===== src/design/afde_pkg.sv =====
`timescale 1ns / 1ps
`default_nettype none
// ----------------------------------------------------------------------------
// afde_pkg
// Shared widths, constants, the glyph ramp ROM and the cell tag type.
// ----------------------------------------------------------------------------
package afde_pkg;

    localparam int MAX_CELLS   = 8192;
    localparam int RAMP_LEVELS = 70;
    localparam int ROM_DEPTH   = 70;
    localparam int ROM_LAST    = ROM_DEPTH - 1;

    localparam int CHAN_W   = 8;
    localparam int SUM_W    = 10;
    localparam int BRIGHT_W = 8;
    localparam int CELL_W   = 13;
    localparam int CFG_W    = 14;
    localparam int FRAME_W  = 16;
    localparam int GLYPH_W  = 7;
    localparam int LEVEL_W  = 7;

    // floor(s/3) == (s * 2731) >> 13 for every s up to 765
    localparam int RECIP3_SHIFT = 13;
    localparam logic [11:0] RECIP3 = 12'd2731;
    localparam int PROD3_W = SUM_W + 12;

    localparam logic [CFG_W-1:0] CFG_RESET = CFG_W'(MAX_CELLS);
    localparam logic [CFG_W-1:0] CFG_MIN   = CFG_W'(1);

    localparam logic [GLYPH_W-1:0] GLYPH_ROM [ROM_DEPTH] = '{
        7'h20, 7'h2E, 7'h27, 7'h60, 7'h5E, 7'h22, 7'h2C, 7'h3A, 7'h3B, 7'h49,
        7'h6C, 7'h21, 7'h69, 7'h3E, 7'h3C, 7'h7E, 7'h2B, 7'h5F, 7'h2D, 7'h3F,
        7'h5D, 7'h5B, 7'h7D, 7'h7B, 7'h31, 7'h29, 7'h28, 7'h7C, 7'h5C, 7'h2F,
        7'h74, 7'h66, 7'h6A, 7'h72, 7'h78, 7'h6E, 7'h75, 7'h76, 7'h63, 7'h7A,
        7'h58, 7'h59, 7'h55, 7'h4A, 7'h43, 7'h4C, 7'h51, 7'h30, 7'h4F, 7'h5A,
        7'h6D, 7'h77, 7'h71, 7'h70, 7'h64, 7'h62, 7'h6B, 7'h68, 7'h61, 7'h6F,
        7'h2A, 7'h23, 7'h4D, 7'h57, 7'h26, 7'h38, 7'h25, 7'h42, 7'h40, 7'h24
    };

    // Position, reference flag and frame number of one accepted pixel
    typedef struct packed {
        logic [CELL_W-1:0]  pos;
        logic               key;
        logic [FRAME_W-1:0] frame;
    } t_cell_tag;

    function automatic logic [GLYPH_W-1:0] ramp_glyph(input logic [LEVEL_W-1:0] level);
        logic [LEVEL_W-1:0] idx;
        idx = (level > LEVEL_W'(ROM_LAST)) ? LEVEL_W'(ROM_LAST) : level;
        return GLYPH_ROM[idx];
    endfunction

endpackage
`default_nettype wire


===== src/design/afde_glyph_map.sv =====
`timescale 1ns / 1ps
`default_nettype none
// ----------------------------------------------------------------------------
// afde_glyph_map
// Brightness to ramp level (floor(b*69/255)) and level to ASCII glyph.
// ----------------------------------------------------------------------------
module afde_glyph_map (
    input  wire logic [afde_pkg::BRIGHT_W-1:0] i_bright,
    output logic      [afde_pkg::GLYPH_W-1:0]  o_glyph
);

    localparam int PROD_W = 15;

    logic [PROD_W-1:0]           prod;
    logic [PROD_W-1:0]           quot_arg;
    logic [afde_pkg::LEVEL_W-1:0] level;

    assign prod = PROD_W'(i_bright) * PROD_W'(afde_pkg::RAMP_LEVELS - 1);
    // exact divide by 255 for values below 65535: (x + (x >> 8) + 1) >> 8
    assign quot_arg = prod + (prod >> 8) + PROD_W'(1);
    assign level    = quot_arg[PROD_W-1:8];
    assign o_glyph  = afde_pkg::ramp_glyph(level);

endmodule
`default_nettype wire


===== config.mk =====
export PLATFORM = sky130hd
export DESIGN_NAME = afde_glyph_map
export DESIGN_NICKNAME = d
export VERILOG_FILES = /design/src/design/afde_pkg.sv /design/src/design/afde_glyph_map.sv
export SDC_FILE = /design/constraint.sdc
export NUM_CORES = 1
export LEC_CHECK = 0
export BUFFER_PORTS_ARGS = -buffer_cell sky130_fd_sc_hd__buf_4
export CAP_MARGIN = 20
export CORE_MARGIN = 2
export CORE_UTILIZATION = 54
export DETAILED_ROUTE_END_ITERATION = 8
export PLACE_DENSITY = 0.76
export SLEW_MARGIN = 20
export SYNTH_ARGS = -nofsm -noshare
export SYNTH_HDL_FRONTEND = slang
export SYNTH_SLANG_ARGS = --single-unit
export TNS_END_PERCENT = 5

===== constraint.sdc =====
create_clock -name vclk -period 8.9
set_clock_uncertainty 0.15 [all_clocks]
set_input_delay 1.335 -clock vclk [all_inputs]
set_output_delay 1.335 -clock vclk [all_outputs]
set_load 0.02 [all_outputs]

==> results.cfg, run 1 <==
[worst_setup_path]
cp_slowest_cell = or3b_2
path_depth = 25
endpoint = o_glyph[2]
path_buf_inv = 4
cp-start-kind = primary input
worstSetupPathType = in -> out
worstSetupStartpoint = i_bright[1]
cp_max_fo = 6
slowest_delay_ns = 0.46
cp_top_family = compound AO/OA/AOI/OAI gates
endpoint_kind = primary output
arrival_ns = 7.10
crit_required_ns = 7.41
cpMostUsedCell = ha_1

[layout]
multi_input_area_um2 = 2560
n_antenna_cell = 0
final_util_pct = 62.9
drive_gt1_share_pct = 24.9
nFlopsAndLatches = 0
fillers = 457
area_growth_pct = 11.7
nClkBuffers = 0
num-nets-final = 406
ff_latch_area_um2 = 0

[sta]
setup_viol = 0
hold_viol = 0
timing.hold.ws_ns = 3.43
post-route-period-util_pct = 96.5
slew_headroom_pct = 51.1
clock.fmax_mhz = 116
fin_tns_setup_ns = 0
worstMarginPinSlew_ns = 0.729
period_minus_slack_ns = 8.59
slew_violations = 0
grt_setup_unrepaired = true

[route]
drtIter0Drc = 230
vias = 2955
wirelength_um = 8300
drt_first_pass_iters = 5
routed_via_density = 7.04
wire_per_inst_um = 19.8
route.detailed.drc = 0
ant_nets = 0

[floorplanning]
initial_core_util_pct = 56.3
fp.coreArea_um2 = 4750
io_pins = 15
die_area_um2 = 5540
die_y_um = 74.4
chipWidth_um = 74.4
rows = 25

[power]
finalPower_w = 0.000985
internal_power_w = 0.000380
switching_share_pct = 61.5
power_frac_clock_pct = 0
combPwrFrac_pct = 100.0
netSwitchingPower_w = 0.000606
leakage_nw = 1.23
irDropWorstVdd_uv = 161
seq_power_share_pct = 0
powerDensity_nw_per_um2 = 330

[global_routing]
grt_pass1_wl_um = 13100
grt_pass1_vias = 2633
antenna_found_initial = 0
grt_max_degree = 19
grt_overflow = 0
grt_use_total_pct = 29.7

[run_status]
status = completed

[synth]
syn_inst = 329
netlist_area_um2 = 2680
syn_avg_cell_area_um2 = 8.13
syn-num-nets = 380
synth_cell_types = 83
synth-seq-area-share_pct = 0
yosys_warnings = 0

[placement]
portBuffers = 15
dp_hpwl_um = 6390
gp_congestion = 0.977

[flow_run]
max-cap-violations = 0

[worst_hold_path]
min_path_type = in -> out
-- final cells by class --
cell class / instances / area share, %
multi-input combinational: 302 / 85.8
timing repair buffer: 39 / 9.79
inverter: 12 / 1.59
tap: 67 / 2.80
-- stage by stage --
step	instances	setup slack (ns)	instance area (um^2)
CTS	416	0.0706	2920
global route	420	-0.0762	2990
global placement	416	0.153	2920
detailed placement	416	0.0816	2920
finish	420	0.314	2990
floorplan	329	0.164	2680
-- power groups by stage --
stage	Combinational [W]	Sequential (W)	Clock, W
after floorplan	0.000696	0	0
after global placement	0.000929	0	0
after detailed placement	0.000927	0	0
after CTS	0.000932	0	0
after global routing	0.00105	0	0
final	0.000985	0	0
-- metal layers --
metal  GRT usage, %  routed length [um]
met5              0                   0
met4           8.73                 275
met3           1.36                 419
met2           55.7                4260
met1           36.4                3340
-- synthesized netlist by cell type (all sizes together) (4+ instances only) --
master / instances / area (um^2)
nor2: 30 / 118
nor3: 8 / 40.0
nand3: 12 / 60.1
a211oi: 9 / 103
a21oi: 19 / 98.9
ha: 42 / 526
nand2: 27 / 101
and2: 5 / 36.3
a21o: 6 / 45.0
o22ai: 4 / 25.0
a311oi: 9 / 103
buf: 13 / 100
inv: 11 / 43.8
nand4: 6 / 37.5
a31oi: 7 / 73.8
o21ai: 15 / 82.6
o211a: 5 / 57.6
xnor2: 7 / 87.6
a221oi: 8 / 95.1
o211ai: 12 / 131
mux2i: 7 / 70.1
o31ai: 8 / 92.6
-- worst min-delay path by stage --
stage / from / to / slack [ns] / depth (start not counted)
after floorplan: i_bright[7] / o_glyph[4] / 3.16 / 5
after global placement: i_bright[7] / o_glyph[5] / 3.41 / 7
after detailed placement: i_bright[7] / o_glyph[5] / 3.40 / 7
after CTS: i_bright[7] / o_glyph[5] / 3.41 / 7
after global routing: i_bright[7] / o_glyph[6] / 3.45 / 6
final: i_bright[7] / o_glyph[5] / 3.43 / 7
-- cell usage in the layout, fill, tap and decap left out, types with 3 or more instances in the layout --
cell / netlist / final
and3_1: 3 / 3
a31oi_1: 5 / 5
a21oi_1: 18 / 18
a21o_1: 6 / 6
a211oi_1: 5 / 5
o21ai_1: 4 / 5
nand4_1: 6 / 6
o31ai_1: 5 / 5
a221oi_1: 4 / 4
mux2i_1: 7 / 7
xor2_1: 3 / 3
and2_1: 3 / 3
inv_2: 0 / 3
inv_1: 10 / 7
nand2_1: 27 / 25
nor2_1: 28 / 28
buf_4: 2 / 39
o21ai_0: 9 / 8
nand3_1: 12 / 12
o211ai_4: 3 / 3
ha_1: 42 / 40
nor3_1: 8 / 8
xnor2_1: 5 / 5
o21a_1: 3 / 3
a311oi_1: 7 / 6
o311ai_2: 3 / 3
o2111ai_1: 3 / 3
o211ai_1: 9 / 9
o22ai_1: 4 / 4
o211a_1: 4 / 4
-- tightest hold or removal path: stages --
cell and delay (ns):
buf_4 0.14, o311ai_2 0.08, buf_4 0.21, nor2_1 0.10, nor2_1 0.11, a221oi_1 0.09
buf_4 0.16
-- kinds of logic (layout without fill, tap and decap cells) --
family | after synthesis | count (layout) | share of synthesized area, %
simple gates | 105 | 105 | 19.6
mux | 9 | 9 | 3.60
buf+inv | 27 | 51 | 5.80
compound gates | 135 | 135 | 46.4
fa+ha+maj | 43 | 43 | 20.4
xor+xnor | 10 | 10 | 4.25
-- what timing repair did --
action                     in CTS  in global routing
gates resized for setup         0                 12
setup buffers                   0                  4
hold buffers                    0                  0
setup endpoints to repair       0                  7
(Power assumes the default switching activity.)
==> run 2: changes to the inputs <==
Clock period 8.9 ns to 9.05 ns, I/O delays scaled along.
==> results.cfg, run 2 (same netlist as run 1, synthesis figures left out) <==
[sta]
period_minus_slack_ns = 8.71
worstMarginPinSlew_ns = 0.731
slew_violations = 0
grt_setup_unrepaired = false
slew_headroom_pct = 51.3
fin_tns_setup_ns = 0
hold_viol = 0
post-route-period-util_pct = 96.2
clock.fmax_mhz = 115
setup_viol = 0

[power]
leakage_nw = 1.22
irDropWorstVdd_uv = 126
powerDensity_nw_per_um2 = 328

[route]
ant_nets = 0
route.detailed.drc = 0
wire_per_inst_um = 19.9
drt_first_pass_iters = 5
routed_via_density = 7.13
wirelength_um = 8310
vias = 2974
drtIter0Drc = 287

[floorplanning]
initial_core_util_pct = 56.3
fp.coreArea_um2 = 4750
chipWidth_um = 74.4
io_pins = 15
die_y_um = 74.4
die_area_um2 = 5540
rows = 25

[worst_setup_path]
cp_slowest_cell = or3b_2
cp_top_family = compound AO/OA/AOI/OAI gates
endpoint_kind = primary output
cp-start-kind = primary input
cp_max_fo = 6
crit_required_ns = 7.54
slowest_delay_ns = 0.46
arrival_ns = 7.20
path_buf_inv = 3
cpMostUsedCell = ha_1
worstSetupPathType = in -> out

[layout]
drive_gt1_share_pct = 23.1
fin_cells = 417
n_antenna_cell = 0
num-nets-final = 403
nClkBuffers = 0
area_growth_pct = 10.0
final_util_pct = 61.9
nFlopsAndLatches = 0
final_cell_mix = ha_1, buf_4, nor2_1
fillers = 445
final_common_cell = ha_1
ff_latch_area_um2 = 0

[global_routing]
antenna_found_initial = 0
grt_use_total_pct = 30.4
grt_overflow = 0
grt_max_degree = 18
grt_pass1_vias = 2745
grt_pass1_wl_um = 13400

[worst_hold_path]
min_path_type = in -> out

[run_status]
status = completed

[placement]
dpl.cell_count = 416
portBuffers = 15
gp_congestion = 1.02
dp_hpwl_um = 6540

[cts]
cts_hold_buf = 0

[flow_run]
max-cap-violations = 0
-- run 2: cell count changes in the layout (fill, tap and decap cells not counted), moves of 2 or more --
cell     before  now
buf_4        39   36
nand2_1      25   27
nand2_2       2    0
o21ai_1       5    3
-- run 2: worst paths after layout --
path | startpoint | endpoint | cells after the start
worst max-delay path | i_bright[1] | o_glyph[4] | 25
worst min-delay path | i_bright[7] | o_glyph[5] | 7
-- run 2: final cells by class --
| class | count | area [um^2] | area share, % |
|---|---|---|---|
| Inverter | 12 | 47.5 | 1.61 |
| Timing Repair Buffer | 36 | 270 | 9.18 |
| Tap cell | 67 | 83.8 | 2.85 |
| Multi-Input combinational cell | 302 | 2540 | 86.4 |
-- run 2: power breakdown --
part / internal [W] / total, W / leakage [nW] / switching [W]
sequential: 0 / 0 / 0 / 0
combinational: 0.000368 / 0.000964 / 1.22 / 0.000597
clock: 0 / 0 / 0 / 0
-- run 2: metal layers --
| metal | track usage (%) | wire length, um | up-vias |
|---|---|---|---|
| li1 | - | - | 1375 |
| met1 | 36.9 | 3290 | 1395 |
| met2 | 55.6 | 4180 | 159 |
| met3 | 2.17 | 466 | 45 |
| met4 | 11.7 | 373 | 0 |
| met5 | 0 | 0 | - |
-- run 2: what timing repair did --
action                     in CTS  in global routing
setup endpoints to repair       0                  6
gates resized for setup         0                  6
setup buffers                   0                  1
-- run 2: stage by stage --
step / hold slack [ns] / instance area (um^2) / power [W] / setup WS, ns
after global placement: 3.45 / 2920 / 0.000922 / 0.350
after detailed placement: 3.45 / 2920 / 0.000925 / 0.218
final: 3.47 / 2940 / 0.000964 / 0.341
after floorplan: 3.21 / 2680 / 0.000684 / 0.269
after global routing: 3.52 / 2940 / 0.00103 / 0.0204
after CTS: 3.45 / 2920 / 0.000930 / 0.214
-- run 2: tightest hold or removal path, delay by kind of cell --
kind | cells | cell delay, ns
buf+inv | 3 | 0.51
simple gates | 2 | 0.21
compound gates | 2 | 0.17
