$ cat src/design/afde_pkg.sv
`timescale 1ns / 1ps
`default_nettype none
// ----------------------------------------------------------------------------
// afde_pkg
// Shared widths, constants, the glyph ramp ROM and the cell tag type.
// ----------------------------------------------------------------------------
package afde_pkg;

    localparam int MAX_CELLS   = 8192;
    localparam int RAMP_LEVELS = 70;
    localparam int ROM_DEPTH   = 70;
    localparam int ROM_LAST    = ROM_DEPTH - 1;

    localparam int CHAN_W   = 8;
    localparam int SUM_W    = 10;
    localparam int BRIGHT_W = 8;
    localparam int CELL_W   = 13;
    localparam int CFG_W    = 14;
    localparam int FRAME_W  = 16;
    localparam int GLYPH_W  = 7;
    localparam int LEVEL_W  = 7;

    // floor(s/3) == (s * 2731) >> 13 for every s up to 765
    localparam int RECIP3_SHIFT = 13;
    localparam logic [11:0] RECIP3 = 12'd2731;
    localparam int PROD3_W = SUM_W + 12;

    localparam logic [CFG_W-1:0] CFG_RESET = CFG_W'(MAX_CELLS);
    localparam logic [CFG_W-1:0] CFG_MIN   = CFG_W'(1);

    localparam logic [GLYPH_W-1:0] GLYPH_ROM [ROM_DEPTH] = '{
        7'h20, 7'h2E, 7'h27, 7'h60, 7'h5E, 7'h22, 7'h2C, 7'h3A, 7'h3B, 7'h49,
        7'h6C, 7'h21, 7'h69, 7'h3E, 7'h3C, 7'h7E, 7'h2B, 7'h5F, 7'h2D, 7'h3F,
        7'h5D, 7'h5B, 7'h7D, 7'h7B, 7'h31, 7'h29, 7'h28, 7'h7C, 7'h5C, 7'h2F,
        7'h74, 7'h66, 7'h6A, 7'h72, 7'h78, 7'h6E, 7'h75, 7'h76, 7'h63, 7'h7A,
        7'h58, 7'h59, 7'h55, 7'h4A, 7'h43, 7'h4C, 7'h51, 7'h30, 7'h4F, 7'h5A,
        7'h6D, 7'h77, 7'h71, 7'h70, 7'h64, 7'h62, 7'h6B, 7'h68, 7'h61, 7'h6F,
        7'h2A, 7'h23, 7'h4D, 7'h57, 7'h26, 7'h38, 7'h25, 7'h42, 7'h40, 7'h24
    };

    // Position, reference flag and frame number of one accepted pixel
    typedef struct packed {
        logic [CELL_W-1:0]  pos;
        logic               key;
        logic [FRAME_W-1:0] frame;
    } t_cell_tag;

    function automatic logic [GLYPH_W-1:0] ramp_glyph(input logic [LEVEL_W-1:0] level);
        logic [LEVEL_W-1:0] idx;
        idx = (level > LEVEL_W'(ROM_LAST)) ? LEVEL_W'(ROM_LAST) : level;
        return GLYPH_ROM[idx];
    endfunction

endpackage
`default_nettype wire

$ cat src/design/afde_frame_ctrl.sv
`timescale 1ns / 1ps
`default_nettype none
// ----------------------------------------------------------------------------
// afde_frame_ctrl
// Frame size register, cell and frame counters, reference frame flag.
// ----------------------------------------------------------------------------
module afde_frame_ctrl (
    input  wire logic                        i_clk,
    input  wire logic                        i_rst_n,
    input  wire logic                        i_cfg_we,
    input  wire logic [afde_pkg::CFG_W-1:0]  i_cfg_wdata,
    input  wire logic                        i_advance,
    output afde_pkg::t_cell_tag              o_tag
);

    logic [afde_pkg::CFG_W-1:0]   r_cfg;
    logic [afde_pkg::CELL_W-1:0]  r_cell;
    logic [afde_pkg::CELL_W-1:0]  n_cell;
    logic [afde_pkg::FRAME_W-1:0] r_frame;
    logic [afde_pkg::FRAME_W-1:0] n_frame;
    logic                         r_ref_done;
    logic                         n_ref_done;
    logic [afde_pkg::CFG_W-1:0]   cells_eff;
    logic [afde_pkg::CFG_W-1:0]   cell_next;
    logic                         wrap;

    always_comb begin
        if (r_cfg < afde_pkg::CFG_MIN) begin
            cells_eff = afde_pkg::CFG_MIN;
        end else if (r_cfg > afde_pkg::CFG_RESET) begin
            cells_eff = afde_pkg::CFG_RESET;
        end else begin
            cells_eff = r_cfg;
        end
    end

    assign cell_next = afde_pkg::CFG_W'(r_cell) + afde_pkg::CFG_W'(1);
    assign wrap      = (cell_next >= cells_eff);

    always_comb begin
        n_cell     = r_cell;
        n_frame    = r_frame;
        n_ref_done = r_ref_done;
        if (i_advance) begin
            if (wrap) begin
                n_cell     = '0;
                n_frame    = r_frame + afde_pkg::FRAME_W'(1);
                n_ref_done = 1'b1;
            end else begin
                n_cell = cell_next[afde_pkg::CELL_W-1:0];
            end
        end
    end

    always_ff @(posedge i_clk) begin
        if (!i_rst_n) begin
            r_cfg      <= afde_pkg::CFG_RESET;
            r_cell     <= '0;
            r_frame    <= '0;
            r_ref_done <= 1'b0;
        end else begin
            if (i_cfg_we) begin
                r_cfg <= i_cfg_wdata;
            end
            r_cell     <= n_cell;
            r_frame    <= n_frame;
            r_ref_done <= n_ref_done;
        end
    end

    assign o_tag.pos   = r_cell;
    assign o_tag.key   = !r_ref_done;
    assign o_tag.frame = r_frame;

endmodule
`default_nettype wire

$ cat config.mk
export PLATFORM = sky130hd
export DESIGN_NAME = afde_frame_ctrl
export DESIGN_NICKNAME = d
export VERILOG_FILES = /design/src/design/afde_pkg.sv /design/src/design/afde_frame_ctrl.sv
export SDC_FILE = /design/constraint.sdc
export NUM_CORES = 1
export LEC_CHECK = 0
export ABC_AREA = 0
export BUFFER_PORTS_ARGS = -buffer_cell sky130_fd_sc_hd__buf_2
export CORE_MARGIN = 10
export CORE_UTILIZATION = 56
export CTS_CLUSTER_SIZE = 16
export DETAILED_ROUTE_END_ITERATION = 8
export PLACE_DENSITY = 0.81
export SETUP_SLACK_MARGIN = 0.1
export SYNTH_ARGS = -nofsm -noshare
export SYNTH_HDL_FRONTEND = slang
export SYNTH_SLANG_ARGS = --single-unit
$ cat constraint.sdc
create_clock -name i_clk -period 5.3 [get_ports i_clk]
set_input_delay 0.795 -clock i_clk [delete_from_list [all_inputs] [get_ports i_clk]]
set_output_delay 0.795 -clock i_clk [all_outputs]
set_load 0.005 [all_outputs]
==> results.sh, run 1 <==
export IMPL_p_int_uw=559
export IMPL_drt_pass1_iterations=5
export IMPL_cts_hold_buf=0
export IMPL_worst_skew_pair_late_latency_ps=310
export IMPL_drtIter0Drc=136
export IMPL_skew_ps=14.8
export IMPL_antenna_cells=0
export IMPL_setup_viol=0
export IMPL_maxSlewViolCount=0
export IMPL_overflow=0
export IMPL_fp_row_count=25
export IMPL_r2r_end="r_frame[10]"
export IMPL_antenna_found_initial=0
export IMPL_hold_end="r_frame[15]"
export IMPL_fin_area_sq_mm=0.00312
export IMPL_drc=0
export IMPL_min_period_over_period=0.723
export IMPL_htreeDepth=2
export IMPL_cp_start_kind="flip-flop"
export IMPL_hold_violations=0
export IMPL_synthCells=334
export IMPL_tightest_slew_ps=844
export IMPL_synth_compound_area_frac=0.104
export IMPL_core_sq_mm=0.00472
export IMPL_p_clk_frac=0.412
export IMPL_grt_pass1_vias=2310
export IMPL_io_buffers=47
export IMPL_nets=404
export IMPL_synth_edf_count=0
export IMPL_routedWlPerCell_um=14.9
export IMPL_p_seq_frac=0.473
export IMPL_synth_warning_count=0
export IMPL_min_period_ps=3830
export IMPL_async_flop_share=0
export IMPL_synth_xor_area_frac=0.0355
export IMPL_syn_mean_instance_area_sq_um=8.13
export IMPL_synth_area_mux_share=0.107
export IMPL_min_from="r_frame[15]"
export IMPL_grt_max_degree=54
export IMPL_vias_per_cell=5.64
export IMPL_final_cell_mix="nand2_1, buf_2, dfxtp_1"
export IMPL_fmax_ghz=0.261
export IMPL_synthAdderAreaFrac=0.0737
export IMPL_synth_ff_type="dfxtp_1"
export IMPL_numCtsBuffers=5
export IMPL_fp_dieW_um=89.6
export IMPL_rsz0062_at_grt="false"
export IMPL_area_growth_pct=14.8
export IMPL_synth_area_sq_mm=0.00272
export IMPL_drive_gt1_frac=0.162
export IMPL_powerDensity_mw_per_mm2=237
export IMPL_cts_root_buffer="clkbuf_8"
export IMPL_pin_count=48
export IMPL_synthDistinctLibCells=43
export IMPL_cp_data_arrival_time_ps=4070
export IMPL_ant_nets=0
export IMPL_critPathRequiredTime_ps=5540
export IMPL_wirelength_mm=6.52
export IMPL_initial_core_util=0.575
export IMPL_crit_type="reg -> reg"
export IMPL_synth_seq_cells=44
export IMPL_r2r_slack_ps=1470
export IMPL_critPathCaptureType="flip-flop"
export IMPL_post_cts_buffers=0
export IMPL_cts_num_sinks=44
export IMPL_outcome="finished clean"
export IMPL_grt_usage=0.166
export IMPL_switching_share=0.243
export IMPL_die_y_um=89.6
export IMPL_cp_max_fo=30
export IMPL_cts_resized=0
export IMPL_power_switching_uw=179
export IMPL_slew_headroom=0.437
export IMPL_setup_tns_final_ps=0
export IMPL_combPwrFrac=0.115
export IMPL_holdPathStages=2
export IMPL_ir_drop_mv=0.153
export IMPL_die_area_sq_mm=0.00803
export IMPL_yosys_area_share_simple=0.313
export IMPL_ys_seq_area_frac=0.324
export IMPL_grt_pass1_wl_mm=10.6
export IMPL_syn_nets=368
export IMPL_via_count=2463
export IMPL_min_path_type="reg -> reg"
export IMPL_r2r_cells=12
export IMPL_path_clk_slew_ps=80
export IMPL_cts_buffer_depth=2
export IMPL_place_area_sq_mm=0.00299
export IMPL_drv_cap=0
export IMPL_post_dp_hpwl_mm=4.73
export IMPL_reg2reg_from="r_cell[0]"
export IMPL_gp_congestion=0.784
export IMPL_leakage_nw=1.32
export IMPL_tritoncts="built"
export IMPL_holdWs_ps=486
export IMPL_synth_top_family_by_area="simple AND/OR/NAND/NOR gates"
power groups by stage:
stage	sequential [mW]	clock [mW]	combinational, mW
3_3_place_gp	0.356	0	0.0822
6_report	0.349	0.304	0.0851
2_1_floorplan	0.355	0	0.0593
3_5_place_dp	0.356	0	0.0852
4_1_cts	0.349	0.305	0.0856
5_1_grt	0.350	0.321	0.0955
area by class of cell:
cell class,count,area [sq um]
clock buffer,5,68.8
tap,67,83.8
fill,422,1610
inverter,9,33.8
timing repair buffer,49,250
clock inverter,2,60.1
multi-input combinational,261,1740
sequential,44,881
worst max-delay path, stage by stage (launching register included):
cell       delay, ps
dfxtp_1          430
ha_1             280
nand3_2          160
or4_1            640
or2_4            300
xnor2_1          130
ha_1             300
nand4_1          110
nor2_1           260
o311ai_4         140
buf_4            250
a2111oi_0        540
mux2i_1          230
flip-flops by register name (all words and copies together) (netlist names):
name / cells
r_cfg: 14
r_ref_done: 1
r_cell: 13
r_frame: 16
layer usage:
metal / GRT usage / vias to the layer above / routed length, um
li1: - / 1253 / -
met1: 0.195 / 1133 / 2920
met2: 0.276 / 64 / 3050
met3: 0.0569 / 13 / 411
met4: 0.0535 / 0 / 141
met5: 0 / - / 0
cell usage after synthesis, drive strengths merged (4+ instances only):
cell / count / share of area
ha: 16 / 0.074
o211ai: 6 / 0.017
nand2: 47 / 0.065
a21boi: 4 / 0.011
nand3: 17 / 0.033
clkbuf: 13 / 0.018
nand4: 16 / 0.037
xor2: 5 / 0.016
nor2: 17 / 0.024
mux2i: 29 / 0.11
nand3b: 5 / 0.014
buf: 7 / 0.012
nor2b: 8 / 0.018
a21oi: 22 / 0.041
and3: 6 / 0.014
inv: 9 / 0.012
nor3: 5 / 0.0092
dfxtp: 44 / 0.32
nand2b: 22 / 0.051
xnor2: 6 / 0.019
per-stage QoR:
step | cells | worst slack (ps) | util | power [mW]
2_1_floorplan | 334 | 2070 | - | 0.414
3_3_place_gp | 430 | 1600 | 0.633 | 0.438
3_5_place_dp | 430 | 1500 | 0.633 | 0.442
4_1_cts | 437 | 1490 | 0.660 | 0.740
5_1_grt | 437 | 1180 | 0.660 | 0.767
6_report | 437 | 1470 | 0.660 | 0.738
how the worst max path moves through the flow:
stage / slack (ps) / from / endpoint / depth (start not counted)
3_3_place_gp: 1600 / r_cell[0] / r_frame[10] / 12
6_report: 1470 / r_cell[0] / r_frame[10] / 12
2_1_floorplan: 2070 / r_cell[0] / r_frame[10] / 12
3_5_place_dp: 1500 / r_cell[0] / r_frame[10] / 12
5_1_grt: 1180 / r_cell[0] / r_frame[10] / 12
4_1_cts: 1490 / r_cell[0] / r_frame[10] / 12
kinds of logic (layout without fill, tap and decap cells):
| family | Yosys count | count (layout) |
|---|---|---|
| buffers and inverters | 29 | 65 |
| DFF | 44 | 44 |
| AOI/OAI and AO/OA | 45 | 45 |
| muxes | 29 | 29 |
| xor gates and xnor gates | 11 | 11 |
| and+or+nand+nor | 160 | 160 |
| adders and majority gates | 16 | 16 |
Power figures use the tool's default switching activity.
==> inputs of run 2 (changes only) <==
- CORE_UTILIZATION: 56 -> 51
- PLACE_DENSITY: 0.81 -> 0.78
- clock period: 5.3 -> 3.2 ns (I/O delays scaled with it)
==> run 2 against run 1 <==
Compared with the run above:
- worst hold slack got worse by 75 ps
- critical path type unchanged
- via count increased by 2.1%
- utilization decreased by 1.1 points
- largest cell class unchanged
- final cell count increased by 4.8%
- routed wire length increased by 5.6%
- sequential share of layout area decreased by 1.6 points
- die area increased by 7.6%
- cell area increased by 7.1%
- non-clock buffer count increased by 18
- global-route usage decreased by 1.2 points
- maximum frequency increased by 27%
==> results.sh, run 2 (synthesized netlist as in run 1, its figures left out) <==
export IMPL_outcome="finished clean"
export IMPL_drtIter0Drc=140
export IMPL_cp_max_fo=7
export IMPL_powerDensity_mw_per_mm2=339
export IMPL_min_period_over_period=0.940
export IMPL_routedWlPerCell_um=15.0
export IMPL_startpoint="r_cell[8]"
export IMPL_post_dp_hpwl_mm=4.97
export IMPL_initial_core_util=0.528
export IMPL_ir_drop_mv=0.232
export IMPL_tightest_slew_ps=541
export IMPL_setup_viol=0
export IMPL_grt_max_degree=53
export IMPL_final_core_util=0.649
export IMPL_vias_per_cell=5.49
export IMPL_wirelength_mm=6.89
export IMPL_critPathRequiredTime_ps=3430
export IMPL_cp_start_kind="flip-flop"
export IMPL_worst_slack_ps=193
export IMPL_area_growth_pct=22.9
export IMPL_skew_ps=4.77
export IMPL_pin_count=48
export IMPL_nFillCells=465
export IMPL_fin_cells=458
export IMPL_drive_gt1_frac=0.247
export IMPL_maxSlewViolCount=0
export IMPL_min_period_ps=3010
export IMPL_crit_type="reg -> reg"
export IMPL_via_count=2514
export IMPL_leakage_nw=1.41
export IMPL_fp_row_count=26
export IMPL_grt_pass1_wl_mm=11.2
export IMPL_cts_hold_buf=0
export IMPL_final_cell_mix="buf_2, nand2_1, dfxtp_1"
export IMPL_reg_top3="r_frame x16, r_cfg x14, r_cell x13"
export IMPL_fmax_ghz=0.333
export IMPL_core_sq_mm=0.00514
export IMPL_post_place_ws_ps=-49.4
export IMPL_htreeDepth=2
export IMPL_drv_cap=0
export IMPL_drc=0
export IMPL_grt_usage=0.154
export IMPL_cts_num_sinks=44
export IMPL_multi_input_area_sq_mm=0.00183
export IMPL_cp_data_arrival_time_ps=3240
export IMPL_nets=422
export IMPL_die_area_sq_mm=0.00864
export IMPL_min_from="i_cfg_wdata[13]"
export IMPL_hold_violations=0
export IMPL_overflow=0
export IMPL_regMostFlops="r_frame"
export IMPL_worst_skew_pair_late_latency_ps=300
export IMPL_grt_pass1_vias=2410
export IMPL_drt_pass1_iterations=4
export IMPL_reg2reg_from="r_cell[8]"
export IMPL_regArea_sq_um=888
export IMPL_path_clk_slew_ps=80
export IMPL_rsz0062_at_grt="true"
export IMPL_slew_headroom=0.638
export IMPL_io_buffers=47
export IMPL_cts_buffer_depth=2
export IMPL_numCtsBuffers=5
export IMPL_antenna_found_initial=0
export IMPL_min_path_type="in -> reg"
export IMPL_largest_reg_flops=16
export IMPL_critPathCaptureType="flip-flop"
export IMPL_die_y_um=93.0
export IMPL_antenna_cells=0
export IMPL_placedCellCount=447
export IMPL_tritoncts="built"
export IMPL_gp_congestion=0.858
export IMPL_fp_dieW_um=93.0
export IMPL_ant_nets=0
export IMPL_cts_root_buffer="clkbuf_8"
export IMPL_final_common_cell="buf_2"
## run 2: cell types whose count changed in the layout (fill, tap and decap cells not counted), moves of 2 or more
cell / before / now
buf_4: 2 / 16
dfxtp_1: 44 / 38
dfxtp_2: 0 / 6
a21oi_1: 21 / 17
buf_6: 0 / 4
a21oi_2: 1 / 4
bufinv_16: 2 / 0
clkbuf_8: 5 / 7
## run 2: power breakdown
group / total, mW / leakage (nW) / internal [mW] / switching [mW]
logic: 0.172 / 1.00 / 0.0730 / 0.0993
registers: 0.577 / 0.361 / 0.563 / 0.0137
clock network: 0.382 / 0.0503 / 0.192 / 0.190
## run 2: cell type report
cell class,count,share of cell area
clock buffers,7,0.0289
inverters,9,0.0101
multi-input cells,261,0.549
flip-flops and latches,44,0.266
well taps,70,0.0262
repair buffers,67,0.120
## run 2: repair_timing
| action | CTS | global route |
|---|---|---|
| setup endpoints to repair | 17 | 30 |
| pin swaps | 1 | 11 |
| setup buffers | 0 | 4 |
| resized for setup | 3 | 21 |
| endpoints found under the hold margin | 0 | 0 |
## run 2: path summary, 6_finish.rpt
| check | depth (start not counted) | to | slack (ps) |
|---|---|---|---|
| worst max register to register | 10 | r_frame[10] | 190 |
| worst max-delay path | 10 | r_frame[10] | 190 |
| worst min register to register | 1 | r_ref_done | 470 |
| worst min-delay path | 3 | r_cfg[13] | 410 |
## run 2: per-layer routing
layer / up-vias / wire length, um / share of wire / global-route usage
met5: - / 0 / 0 / 0
met4: 0 / 98 / 0.014 / 0.0424
met2: 55 / 3290 / 0.48 / 0.254
li1: 1286 / - / - / -
met1: 1164 / 3110 / 0.45 / 0.192
met3: 9 / 391 / 0.057 / 0.0404
## run 2: worst max-delay path: stages, from the launching register on
cell	delay, ps
dfxtp_2	380
nand3_1	120
or4_4	530
or2_4	250
xnor2_1	130
ha_1	300
nand4_1	180
nor2_4	210
o311ai_4	210
a2111oi_4	410
mux2i_1	220
## run 2: through the flow
| step | instance area (sq um) | power, mW | TNS [ps] | hold slack, ps |
|---|---|---|---|---|
| after detailed placement | 3100 | 0.740 | -75.9 | 455 |
| final | 3340 | 1.13 | 0 | 411 |
| after global routing | 3340 | 1.17 | 0 | 418 |
| after floorplan | 2730 | 0.687 | 0 | 441 |
| after CTS | 3210 | 1.12 | 0 | 407 |
| after global placement | 3100 | 0.735 | 0 | 451 |
==> inputs of run 3 (changes only) <==
- CORE_UTILIZATION: 51 -> 52
- CTS_BUF_LIST: not set -> sky130_fd_sc_hd__clkbuf_2
- CTS_CLUSTER_SIZE: 16 -> 10
- PLACE_DENSITY: 0.78 -> 0.79
- SETUP_SLACK_MARGIN: 0.1 -> 0.4
==> run 3 against run 2 <==
Compared with the run above:
- non-clock buffer count up 8
- first-iteration DRC count rose by 56%
- register-to-register slack barely moved
- maximum frequency is essentially flat
- count of clock-buffer cells in the layout fell by 2
- critical path type unchanged
- worst setup slack better by 2.2 ps
- worst hold slack lost 150 ps
- final cell count is 1.7% higher
- sequential share of layout area decreased by 0.86 points
- routed wire length grew 8.0%
- power is 11% lower
==> results.sh, run 3 (synthesized netlist as in run 1, its figures left out) <==
export IMPL_slowest_stage="or4_4"
export IMPL_die_area_sq_mm=0.00851
export IMPL_fin_area_sq_mm=0.00346
export IMPL_placedCellCount=446
export IMPL_wirelength_mm=7.44
export IMPL_holdWs_ps=265
export IMPL_grt_util_met3=0.0489
export IMPL_critPathRequiredTime_ps=3510
export IMPL_drtIter0Drc=219
export IMPL_cts_buffer_depth=2
export IMPL_combPwrFrac=0.194
export IMPL_largest_reg_flops=16
export IMPL_hold_violations=0
export IMPL_setup_viol=0
export IMPL_drt_pass1_iterations=6
export IMPL_cts_root_buffer="clkbuf_2"
export IMPL_reg_top3="r_frame x16, r_cfg x14, r_cell x13"
export IMPL_post_place_ws_ps=34.3
export IMPL_die_y_um=92.3
export IMPL_grt_max_degree=37
export IMPL_gp_congestion=0.886
export IMPL_fin_cells=466
export IMPL_htreeDepth=2
export IMPL_cts_num_sinks=44
export IMPL_overflow=0
export IMPL_area_growth_pct=27.6
export IMPL_outcome="finished clean"
export IMPL_grt_pass1_wl_mm=12.1
export IMPL_pin_count=48
export IMPL_via_count=2650
export IMPL_crit_path_frequent_cell="nand4_1"
export IMPL_core_sq_mm=0.00507
export IMPL_regMostFlops="r_frame"
export IMPL_fmax_ghz=0.333
export IMPL_path_clk_slew_ps=220
export IMPL_grt_met1_usage=0.205
export IMPL_numCtsBuffers=5
export IMPL_grt_util_met2=0.270
export IMPL_final_common_cell="buf_2"
export IMPL_cts_hold_buf=0
export IMPL_io_buffers=47
export IMPL_slowest_delay_ps=430
export IMPL_leakage_nw=1.46
export IMPL_nets=430
export IMPL_drive_gt1_frac=0.285
export IMPL_ir_drop_mv=0.209
export IMPL_p_seq_frac=0.574
export IMPL_p_clk_frac=0.233
export IMPL_antenna_found_initial=0
export IMPL_maxSlewViolCount=0
export IMPL_p_total_mw=1.01
export IMPL_initial_core_util=0.535
export IMPL_cp_max_fo=7
export IMPL_slew_headroom=0.617
export IMPL_power_switching_uw=314
export IMPL_worst_slack_ps=195
export IMPL_p_int_uw=696
export IMPL_fp_row_count=26
export IMPL_powerDensity_mw_per_mm2=292
export IMPL_skew_ps=45.5
export IMPL_grt_pass1_vias=2561
export IMPL_grt_usage=0.168
export IMPL_ant_nets=0
export IMPL_min_period_over_period=0.939
export IMPL_fp_dieW_um=92.3
export IMPL_min_period_ps=3000
export IMPL_tightest_slew_ps=574
export IMPL_final_core_util=0.682
export IMPL_rsz0062_at_grt="true"
export IMPL_final_cell_mix="buf_2, nand2_1, dfxtp_1"
export IMPL_drc=0
export IMPL_antenna_cells=0
export IMPL_top_usage_layer="met2"
export IMPL_place_area_sq_mm=0.00316
export IMPL_routedWlPerCell_um=16.0
export IMPL_path_cells="ha_4, nand3_4, or4_4, or2_4, xnor2_1, ha_1, nand4_1, nor2_4, o311ai_4, buf_4, buf_6, nand4_1, a31oi_1"
export IMPL_post_dp_hpwl_mm=5.01
export IMPL_min_path_type="in -> reg"
export IMPL_setup_tns_final_ps=0
export IMPL_cp_start_kind="flip-flop"
export IMPL_vias_per_cell=5.69
export IMPL_critPathCaptureType="flip-flop"
export IMPL_crit_type="reg -> reg"
export IMPL_cp_data_arrival_time_ps=3320
export IMPL_drv_cap=0
export IMPL_switching_share=0.311
export IMPL_tritoncts="built"
export IMPL_worst_skew_pair_late_latency_ps=440
## run 3: cell types whose count changed in the layout (fill, tap and decap cells not counted), moves of 2 or more
| cell | previous run | this run |
|---|---|---|
| a21boi_0 | 3 | 0 |
| a21boi_1 | 1 | 3 |
| a21oi_1 | 17 | 11 |
| a21oi_4 | 1 | 7 |
| buf_4 | 16 | 18 |
| buf_6 | 4 | 10 |
| clkbuf_2 | 0 | 5 |
| clkbuf_8 | 7 | 0 |
| dfxtp_2 | 6 | 3 |
| dfxtp_4 | 0 | 2 |
## run 3: layout make-up
cell class / instances / area, sq um
clock inverters: 2 / 12.5
fillers: 421 / 1610
well taps: 70 / 87.6
multi-input cells: 261 / 1930
flip-flops and latches: 44 / 892
repair buffers: 75 / 483
clock buffers: 5 / 25.0
inverters: 9 / 33.8
## run 3: critical path, delay by kind of cell (launching register included)
family          cells  cell delay, ps
flops               1             410
fa+ha+maj           2             460
buf+inv             2             330
simple gates        6            1290
xor+xnor            1             130
compound gates      2             290
## run 3: worst paths after layout
path / from / endpoint / slack (ps) / cells past startpoint
hold / removal: i_cfg_wdata[13] / r_cfg[13] / 260 / 3
hold reg to reg: r_frame[13] / r_frame[13] / 500 / 2
setup reg to reg: r_cell[1] / r_cell[5] / 200 / 13
setup / recovery: r_cell[1] / r_cell[5] / 200 / 13
## run 3: power groups by stage
stage / clock network, mW / registers (mW) / logic (mW)
after floorplan: 0 / 0.589 / 0.113
after global placement: 0 / 0.591 / 0.148
after detailed placement: 0 / 0.592 / 0.154
after CTS: 0.241 / 0.579 / 0.187
after global routing: 0.258 / 0.582 / 0.214
final: 0.235 / 0.579 / 0.195
## run 3: what timing repair did
item | in CTS | in global routing
setup endpoints to repair | 30 | 30
setup buffers | 8 | 3
cloned | 2 | 0
gates resized for setup | 28 | 12
pin swaps | 19 | 4
## run 3: metal layers
metal / share of wire / vias up / wire length, um
met2: 0.48 / 87 / 3590
met4: 0.015 / 0 / 111
met1: 0.44 / 1246 / 3250
li1: - / 1306 / -
met3: 0.065 / 11 / 485
met5: 0 / - / 0
